$ cat config.mk
export PLATFORM = sky130hd
export DESIGN_NAME = sle_cell
export DESIGN_NICKNAME = d
export VERILOG_FILES = /design/src/hw/rtl/assert_macros.svh /design/src/hw/rtl/sle_pkg.sv /design/src/hw/rtl/sle_cell.sv
export SDC_FILE = /design/constraint.sdc
export NUM_CORES = 1
export LEC_CHECK = 0
export BUFFER_PORTS_ARGS = -buffer_cell sky130_fd_sc_hd__buf_2
export CAP_MARGIN = 10
export CORE_ASPECT_RATIO = 1.4
export CORE_MARGIN = 1
export CORE_UTILIZATION = 45
export CTS_CLUSTER_DIAMETER = 60
export DETAILED_ROUTE_END_ITERATION = 6
export GPL_TIMING_DRIVEN = 0
export PLACE_DENSITY_LB_ADDON = 0.1
export SYNTH_ARGS = -nofsm -noshare
export SYNTH_HDL_FRONTEND = slang
export SYNTH_SLANG_ARGS = --single-unit
export TNS_END_PERCENT = 100
$ cat constraint.sdc
create_clock -name clock -period 2.5 [get_ports clock]
set_input_delay 0.25 -clock clock [delete_from_list [all_inputs] [get_ports clock]]
set_output_delay 0.25 -clock clock [all_outputs]
set_load 0.05 [all_outputs]
$ cat src/hw/rtl/assert_macros.svh
`ifndef ASSERT_MACROS_SVH
`define ASSERT_MACROS_SVH

// Concurrent check: when the antecedent holds, the consequent holds in the same cycle.
`define SLE_ASSERT_NOW(label, clk, rst, ante, cons) \
   label: assert property (@(posedge clk) disable iff (rst) (ante) |-> (cons)) \
      else $error("sequential list engine check failed");

// Concurrent check: when the antecedent holds, the consequent holds in the following cycle.
`define SLE_ASSERT_NEXT(label, clk, rst, ante, cons) \
   label: assert property (@(posedge clk) disable iff (rst) (ante) |=> (cons)) \
      else $error("sequential list engine check failed");

`endif

$ cat src/hw/rtl/sle_pkg.sv
package sle_pkg;

   localparam int MODE_W     = 3;
   localparam int POS_W      = 8;
   localparam int VAL_W      = 32;
   localparam int STATUS_W   = 2;
   // Number of cells the scanner examines per cycle; a power of two.
   localparam int SCAN_WIDTH = 16;
   localparam int SCAN_IDX_W = $clog2(SCAN_WIDTH);

   localparam logic [MODE_W-1:0] MODE_GET    = 3'd0;
   localparam logic [MODE_W-1:0] MODE_LOCATE = 3'd1;
   localparam logic [MODE_W-1:0] MODE_INSERT = 3'd2;
   localparam logic [MODE_W-1:0] MODE_DELETE = 3'd3;
   localparam logic [MODE_W-1:0] MODE_CLEAR  = 3'd4;

   localparam logic [STATUS_W-1:0] STATUS_OK    = 2'd0;
   localparam logic [STATUS_W-1:0] STATUS_RANGE = 2'd1;
   localparam logic [STATUS_W-1:0] STATUS_FULL  = 2'd2;

   // Command broadcast to every cell of the chain at once.
   typedef struct packed {
      logic             insert;
      logic             remove;
      logic             probe;
      logic             probe_get;
      logic [POS_W-1:0] slot;
      logic [POS_W-1:0] count;
      logic [VAL_W-1:0] value;
   } sle_cell_ctrl_type;

   // Outcome of one scan over the hit flags of the chain.
   typedef struct packed {
      logic             done;
      logic [POS_W-1:0] found;
      logic [VAL_W-1:0] value;
   } sle_scan_result_type;

endpackage

$ cat src/hw/rtl/sle_cell.sv
module sle_cell
   import sle_pkg::*;
#(
   parameter int INDEX = 0
) (
   input  logic              clock,
   input  logic              reset,
   input  sle_cell_ctrl_type ctrl,
   input  logic [VAL_W-1:0]  left_value,
   input  logic [VAL_W-1:0]  right_value,
   output logic [VAL_W-1:0]  cell_value,
   output logic              cell_hit,
   output logic [VAL_W-1:0]  cell_masked
);

   localparam logic [POS_W-1:0] SLOT_ID = POS_W'(INDEX);

   logic [VAL_W-1:0] value_ff, value_in;
   logic [VAL_W-1:0] masked_ff, masked_in;
   logic             hit_ff, hit_in;

   always_comb begin
      logic match;
      value_in  = value_ff;
      hit_in    = hit_ff;
      masked_in = masked_ff;
      match     = 1'b0;
      // Insert opens a gap at the slot by moving every later entry up one cell.
      if (ctrl.insert) begin
         if (SLOT_ID > ctrl.slot) begin
            value_in = left_value;
         end else if (SLOT_ID == ctrl.slot) begin
            value_in = ctrl.value;
         end
      end
      if (ctrl.remove && (SLOT_ID >= ctrl.slot)) begin
         value_in = right_value;
      end
      if (ctrl.probe) begin
         if (ctrl.probe_get) begin
            match = (SLOT_ID == ctrl.slot);
         end else begin
            match = (value_ff == ctrl.value) && (SLOT_ID < ctrl.count);
         end
         hit_in    = match;
         masked_in = match ? value_ff : '0;
      end
   end

   always_ff @(posedge clock) begin
      if (reset) begin
         hit_ff <= 1'b0;
      end else begin
         hit_ff <= hit_in;
      end
   end

   always_ff @(posedge clock) begin
      value_ff  <= value_in;
      masked_ff <= masked_in;
   end

   assign cell_value  = value_ff;
   assign cell_hit    = hit_ff;
   assign cell_masked = masked_ff;

endmodule

==> results of run 1 <==
==> cells by family (layout without fill, tap and decap cells) <==
family,after synthesis,count (layout)
DFF,65,65
muxes,32,32
and+or+nand+nor,20,20
xor gates and xnor gates,32,32
AOI/OAI and AO/OA,36,36
buffers and inverters,9,172
==> Yosys cell counts (all sizes together) <==
| master | n | area share (%) |
|---|---|---|
| edfxtp | 64 | 58 |
| a21boi | 32 | 11 |
| mux2 | 32 | 14 |
| xnor2 | 28 | 7.4 |
| buf | 9 | 2.5 |
| nand4 | 8 | 1.7 |
| xor2 | 4 | 1.1 |
| nor4 | 3 | 0.57 |
| nand2 | 2 | 0.30 |
| nor2 | 2 | 0.46 |
| or4 | 2 | 0.57 |
| a2111oi | 1 | 0.46 |
| a31oi | 1 | 0.19 |
| dfxtp | 1 | 0.61 |
| nand2b | 1 | 0.19 |
| nor2b | 1 | 0.19 |
| nor3 | 1 | 0.15 |
| o21a | 1 | 0.23 |
| o22ai | 1 | 0.19 |
==> layer usage <==
metal  up-vias  share of wire, %  global-route usage, %
li1       1063                 -                      -
met5         -                 0                      0
met3         8               8.2                   7.66
met1      1031                39                   22.3
met4         0               1.0                   6.10
met2       116                52                   34.7
==> layout make-up <==
type	instances	area [µm²]
plain buffers	9	82.6
clock buffers	10	128
clock inverters	3	11.3
fillers	573	2720
multi-input cells	120	1270
flip-flops and latches	65	1940
well taps	95	119
repair buffers	150	751
==> worst max path at each step <==
stage,start,endpoint
2_1_floorplan,ctrl[47],cell_value[0]
3_3_place_gp,ctrl[47],cell_value[11]
3_5_place_dp,ctrl[47],cell_value[11]
4_1_cts,cell_value[6],cell_masked[18]
5_1_grt,cell_value[6],cell_masked[13]
6_report,cell_value[6],cell_masked[18]
==> per-stage QoR <==
stage,std cells,area [µm²],TNS (ns),setup slack (ns)
after floorplan,194,3300,0,0.355
after detailed placement,439,4170,0,0.297
after global placement,439,4170,-5.92,-0.187
final,452,4310,0,0.496
after CTS,452,4310,0,0.459
after global routing,452,4310,0,0.316
==> flip-flops by register name, summed over array words and instances, names as in the netlist <==
name and flops:
cell_masked 32, cell_value 32, cell_hit 1
==> power by group <==
group          internal, mW  switching, mW  total [mW]  leakage [nW]
clock                 0.333          0.367       0.700        0.0706
combinational         0.111          0.125       0.236          1.16
sequential             1.21        0.00447        1.21         0.639
total                  1.65          0.496        2.15          1.87
==> qor.csv, run 1 <==
metric,value,unit
total wire length after detailed routing,7410,µm
H-tree levels,3,
area overhead of the layout relative to synthesis,30.6,%
final hold slack,0.125,ns
final critical-path share of the clock period,80.2,%
xor and xnor fraction of the mapped netlist area,8.50,%
"Cell Area, Synth",0.00330,mm²
number of buffers created by CTS,9,
average instance area after synthesis,17.0,µm²
count of antenna-violating nets left after detailed routing,0,
Worst-path clk slew,0.07,ns
total count of hold-check failures in the final report,0,
data arrival time of the critical path,2.21,ns
placer's final routability congestion estimate,0.753,
type of the setup path with the least slack,register to register,
multiplexer share of the synthesized area,14.3,%
number of port buffers,150,
top cell family by delay on the critical path,simple AND/OR/NAND/NOR gates,
master of the slowest instance on the critical path,edfxtp_1,
destination of the worst hold path,cell_hit,
worst reg-to-reg path cell count,6,
Worst Min Path Start,reset,
# Max-Cap Violations,0,
Final Max Tran Viols,0,
LEAKAGE,1.87,nW
crit path capture type,register,
"critical path, cell by cell","xnor2_1, nand4_1, nor4_1, nand4_2, buf_6, a21boi_2",
upper clock frequency limit,0.499,GHz
number of warnings issued by yosys,0,
"post-synthesis share of cell area spent on and, or, nand and nor gates",4.14,%
power density over the cells,499,mW/mm²
total design power,2.15,mW
Max rail drop VDD,0.250,mV
initial detailed-routing violation count,103,
worst-path fanout max,10,
GR Overflow Total,0,
Gate Count Post-Synth,194,
delay of the slowest cell on the worst path,0.44,ns
number of hold-repair buffers added at the cts stage,0,
detailed-routing iteration count for the pre-antenna-repair pass,4,
number of ports placed on the die boundary,183,
nets,473,
FF-to-FF End,cell_masked[18],
fraction of the mapped netlist area in compound gates,11.6,%
vias in the first global route,2107,
number of buffers on the longest clock path,2,
layout cells sized above 1,65.3,%
effective utilization at floorplan,46.9,%
number of stages on the worst setup path,6,
Clk Tree Root Cell,clkbuf_8,
sequential fraction of the synthesis area,58.9,%
clock latency on the worst-skew pair,0.34,ns
path class of the lowest-slack min-delay path,input pin to register,
routed wire length per instance,16.4,µm
run status,completed,
initial antenna violation count,0,
floorplan core area,0.00703,mm²
net count after synthesis,312,
number of clock sinks,65,
slew of the pin with the lowest slew margin,0.838,ns
number of remaining DRC errors,0,
highest-count cells in the layout ignoring fill and taps,"buf_2, edfxtp_1, mux2_4",
crit path launch type,register,
die outline area,0.00768,mm²
number of buffers inserted to repair setup after CTS,0,
Worst R2R Start,cell_value[6],
"most common cell after layout, fill and taps aside",buf_2,
maximum number of pins on one net before global-route repair,36,
setup repair after global routing missed its margin,false,
Clock Skews,0.00668,ns
Worst Path Required,2.71,ns
Die Span X,74.4,µm
internal reg-to-reg setup slack,0.50,ns
count of endpoints failing setup in the final report,0,
overall die height,103,µm
via/cell ratio,4.91,
Max-Slew Margin vs Limit,44.1,%
Global Route Usage Sum,19.9,%
Unique masters post-synth,26,
clock tree from TritonCTS,done,
Min-Delay Path Depth,2,
fraction of the core area covered by cells at the end of the flow,61.3,%
buffers and inverters on the worst path,1,
via count,2218,
total number of placement rows,36,
"flops & latches, synth",65,
Synth Area in Adders,0,%
CTS resizes,0,
minimum clock period after layout,2.00,ns
detailed-placement wirelength estimate,5400,µm
dominant combinational cell family by area after synthesis,multiplexers,
ant diodes,0,
global-route wire length before repair,10600,µm
Note: power is estimated with default switching activity, not from simulation.
==> inputs of run 2 (changes only) <==
==> constraint.sdc (replaced) <==
create_clock -name clock -period 1.9 [get_ports clock]
set_input_delay 0.19 -clock clock [delete_from_list [all_inputs] [get_ports clock]]
set_output_delay 0.19 -clock clock [all_outputs]
set_load 0.05 [all_outputs]
==> qor.csv, run 2 (synthesis results as in run 1) <==
metric,value,unit
run status,finished with violations,
violations in the final reports,setup timing,
H-tree levels,3,
effective utilization at floorplan,46.9,%
total count of hold-check failures in the final report,0,
number of buffers on the longest clock path,2,
count of antenna-violating nets left after detailed routing,0,
global-route wire length before repair,10600,µm
via count,2225,
die outline area,0.00768,mm²
"most common cell after layout, fill and taps aside",buf_2,
number of buffers created by CTS,9,
combinational cell fraction of total power,10.5,%
slew of the pin with the lowest slew margin,0.815,ns
upper clock frequency limit,0.522,GHz
# Max-Cap Violations,0,
number of port buffers,150,
crit path capture type,register,
detailed-routing iteration count for the pre-antenna-repair pass,4,
Sequential Power Share,53.5,%
number of remaining DRC errors,0,
Max-Slew Margin vs Limit,45.7,%
data arrival time of the critical path,2.10,ns
clock network fraction of design power,36.0,%
worst-path fanout max,10,
minimum clock period after layout,1.92,ns
path class of the lowest-slack min-delay path,input pin to register,
Worst Path Required,2.09,ns
Final Max Tran Viols,0,
count of endpoints failing setup in the final report,17,
detailed-placement wirelength estimate,5370,µm
Worst-path clk slew,0.07,ns
ant diodes,0,
highest-count cells in the layout ignoring fill and taps,"buf_2, edfxtp_1, mux2_4",
crit path launch type,register,
placement-stage worst setup slack,-0.235,ns
vias in the first global route,2058,
clock tree from TritonCTS,done,
total design power,2.99,mW
number of ports placed on the die boundary,183,
Max rail drop VDD,0.494,mV
clock latency on the worst-skew pair,0.33,ns
overall die height,103,µm
Setup TNS,-0.107,ns
initial detailed-routing violation count,111,
Final WS setup,-0.0157,ns
floorplan core area,0.00703,mm²
cell-internal power,2.32,mW
via/cell ratio,4.84,
routed wire length per instance,15.9,µm
GR Overflow Total,0,
fraction of the core area covered by cells at the end of the flow,63.1,%
power spent charging and discharging nets,0.662,mW
nets,479,
number of fill cells,564,
placer's final routability congestion estimate,0.719,
Clk Tree Root Cell,clkbuf_8,
type of the setup path with the least slack,register to register,
maximum number of pins on one net before global-route repair,36,
number of hold-repair buffers added at the cts stage,0,
post-route non-filler standard cell count,460,
switching portion of total power,22.2,%
layout cells sized above 1,66.6,%
area overhead of the layout relative to synthesis,34.5,%
total number of placement rows,36,
setup repair after global routing missed its margin,true,
Cell Count Post-Placement,439,
initial antenna violation count,0,
number of clock sinks,65,
LEAKAGE,1.93,nW
power density over the cells,673,mW/mm²
final critical-path share of the clock period,101,%
Global Route Usage Sum,19.3,%
Clock Skews,0.0119,ns
Die Span X,74.4,µm
total wire length after detailed routing,7320,µm
-- run 2: cell type report --
cell class	instances	area [µm²]	share of cell area [%]
timing repair buffer	156	796	17.9
multi-input combinational	120	1310	29.6
clock buffer	10	128	2.88
tap	95	119	2.68
clock inverter	5	47.5	1.07
sequential	65	1940	43.8
buffer	9	93.8	2.12
-- run 2: routing by layer --
layer | global-route usage, % | up-vias | share of wire, %
met5 | 0 | - | 0
met4 | 5.66 | 0 | 0.89
met3 | 5.91 | 7 | 6.2
met2 | 33.8 | 95 | 52
met1 | 22.7 | 1046 | 41
li1 | - | 1077 | -
-- run 2: final timing paths --
kind / endpoint / slack, ns / startpoint / cells past startpoint
max: cell_masked[0] / -0.02 / cell_value[4] / 6
min: cell_hit / 0.07 / reset / 2
max reg2reg: cell_masked[0] / -0.02 / cell_value[4] / 6
min reg2reg: cell_masked[14] / 0.63 / cell_value[14] / 1
-- run 2: metrics by stage --
stage	area (µm²)	hold WS, ns
after global routing	4440	0.0602
after CTS	4430	0.0468
final	4440	0.0676
after detailed placement	4170	0.408
after floorplan	3300	0.302
after global placement	4170	0.412
-- run 2: timing repair --
action | 4_1_cts | 5_1_grt
buffers inserted | 6 | 0
resized for setup | 6 | 1
endpoints found under the setup margin | 30 | 33
pin swaps | 4 | 1
-- run 2: worst max-delay path, cell delays in order, from the launching register on --
cell      delay (ns)
edfxtp_1        0.43
xnor2_1         0.18
nand4_1         0.21
nor4_4          0.39
nand4_4         0.21
buf_8           0.22
a21boi_2        0.12
-- run 2: power groups by stage --
stage | clock (mW) | combinational, mW | sequential (mW)
CTS | 1.10 | 0.316 | 1.60
detailed placement | 0 | 0.312 | 1.63
global route | 1.15 | 0.337 | 1.60
finish | 1.08 | 0.314 | 1.60
floorplan | 0 | 0.0907 | 1.70
global placement | 0 | 0.310 | 1.63
==> inputs of run 3 (changes only) <==
--- a/config.mk
+++ b/config.mk
@@ -9,7 +9,7 @@
 export CAP_MARGIN = 10
 export CORE_ASPECT_RATIO = 1.4
 export CORE_MARGIN = 1
-export CORE_UTILIZATION = 45
+export CORE_UTILIZATION = 48
 export CTS_CLUSTER_DIAMETER = 60
 export DETAILED_ROUTE_END_ITERATION = 6
 export GPL_TIMING_DRIVEN = 0
==> constraint.sdc (replaced) <==
create_clock -name clock -period 2.4 [get_ports clock]
set_input_delay 0.24 -clock clock [delete_from_list [all_inputs] [get_ports clock]]
set_output_delay 0.24 -clock clock [all_outputs]
set_load 0.05 [all_outputs]
==> qor.csv, run 3 (synthesis results as in run 1) <==
metric,value,unit
run status,completed,
Final Max Tran Viols,0,
Setup TNS,0,ns
detailed-routing iteration count for the pre-antenna-repair pass,4,
via count,2257,
Max rail drop VDD,0.332,mV
effective utilization at floorplan,49.9,%
"critical path, cell by cell","xnor2_1, nand4_1, nor4_1, nand4_2, buf_6, a21boi_2",
clock latency on the worst-skew pair,0.33,ns
number of clock sinks,65,
Final WS setup,0.279,ns
Global Route Usage Sum,21.4,%
slew of the pin with the lowest slew margin,0.849,ns
data arrival time of the critical path,2.31,ns
highest-count cells in the layout ignoring fill and taps,"buf_2, edfxtp_1, mux2_4",
detailed-placement wirelength estimate,5460,µm
total wire length after detailed routing,7380,µm
global-route wire length before repair,11100,µm
top cell family by delay on the critical path,simple AND/OR/NAND/NOR gates,
worst-path fanout max,10,
path class of the lowest-slack min-delay path,input pin to register,
number of buffers on the longest clock path,2,
die outline area,0.00721,mm²
"most common cell after layout, fill and taps aside",buf_2,
clock tree from TritonCTS,done,
number of buffers created by CTS,9,
upper clock frequency limit,0.471,GHz
nets,473,
Die Span X,72.1,µm
vias in the first global route,2234,
initial detailed-routing violation count,70,
overall die height,100,µm
CTS resizes,0,
switching portion of total power,22.3,%
area overhead of the layout relative to synthesis,31.9,%
Clk Tree Root Cell,clkbuf_8,
fraction of the core area covered by cells at the end of the flow,65.8,%
post-route non-filler standard cell count,452,
floorplan core area,0.00661,mm²
Worst Path Required,2.58,ns
type of the setup path with the least slack,register to register,
ant diodes,0,
buffers and inverters on the worst path,1,
number of buffers inserted to repair setup after CTS,0,
crit path launch type,register,
count of antenna-violating nets left after detailed routing,0,
routed wire length per instance,16.3,µm
count of endpoints failing setup in the final report,0,
Cell Count Post-Placement,436,
placer's final routability congestion estimate,0.753,
combinational cell fraction of total power,10.4,%
total design power,2.38,mW
Sequential Power Share,53.1,%
initial antenna violation count,0,
maximum number of pins on one net before global-route repair,36,
number of port buffers,150,
placement-stage worst setup slack,0.211,ns
setup repair after global routing missed its margin,false,
total number of placement rows,35,
number of hold-repair buffers added at the cts stage,0,
GR Overflow Total,0,
clock network fraction of design power,36.5,%
H-tree levels,3,
number of ports placed on the die boundary,183,
Worst-path clk slew,0.07,ns
crit path capture type,register,
power density over the cells,547,mW/mm²
minimum clock period after layout,2.12,ns
delay of the slowest cell on the worst path,0.43,ns
via/cell ratio,4.99,
# Max-Cap Violations,0,
LEAKAGE,1.89,nW
cell-internal power,1.85,mW
layout cells sized above 1,65.8,%
total count of hold-check failures in the final report,0,
Clock Skews,0.0106,ns
final critical-path share of the clock period,88.4,%
master of the slowest instance on the critical path,edfxtp_1,
Max-Slew Margin vs Limit,43.4,%
power spent charging and discharging nets,0.531,mW
number of remaining DRC errors,0,
==> run 3: layout make-up <==
class                      instances  area [µm²]
clock inverter                     6        58.8
buffer                             9        82.6
fill                             524        2260
tap                               92         115
clock buffer                      10         128
timing repair buffer             150         751
sequential                        65        1940
multi-input combinational        120        1270
==> run 3: per-stage QoR <==
step	cell area (µm²)	hold slack, ns
after floorplan	3300	0.352
final	4350	0.132
after CTS	4350	0.106
after global routing	4350	0.122
after global placement	4160	0.454
after detailed placement	4170	0.460
==> run 3: power groups by stage <==
stage / clock, mW / sequential, mW / combinational [mW]
after detailed placement: 0 / 1.29 / 0.248
after floorplan: 0 / 1.35 / 0.0716
final: 0.869 / 1.26 / 0.247
after global placement: 0 / 1.29 / 0.244
after CTS: 0.894 / 1.26 / 0.249
after global routing: 0.950 / 1.27 / 0.263
==> run 3: layer usage <==
layer	global-route usage (%)	vias to the layer above	routed length (µm)
met5	0	-	0
met2	38.4	106	4000
met4	7.99	0	72
li1	-	1065	-
met3	5.12	6	423
met1	24.3	1080	2890
==> run 3: worst reg2reg max path: cells and delay by family (launching register included) <==
kind | cells | cell delay, ns
buffers and inverters | 1 | 0.25
XOR/XNOR | 1 | 0.30
AND/OR/NAND/NOR | 3 | 0.86
AO/OA/AOI/OAI | 1 | 0.14
flip-flops | 1 | 0.43
==> run 3: worst paths after layout <==
kind                       start  slack [ns]  cells after the start         endpoint
hold reg to reg   cell_value[12]        0.64                      1  cell_masked[12]
setup / recovery  cell_value[24]        0.28                      6  cell_masked[19]
setup reg to reg  cell_value[24]        0.28                      6  cell_masked[19]
hold / removal             reset        0.13                      2         cell_hit
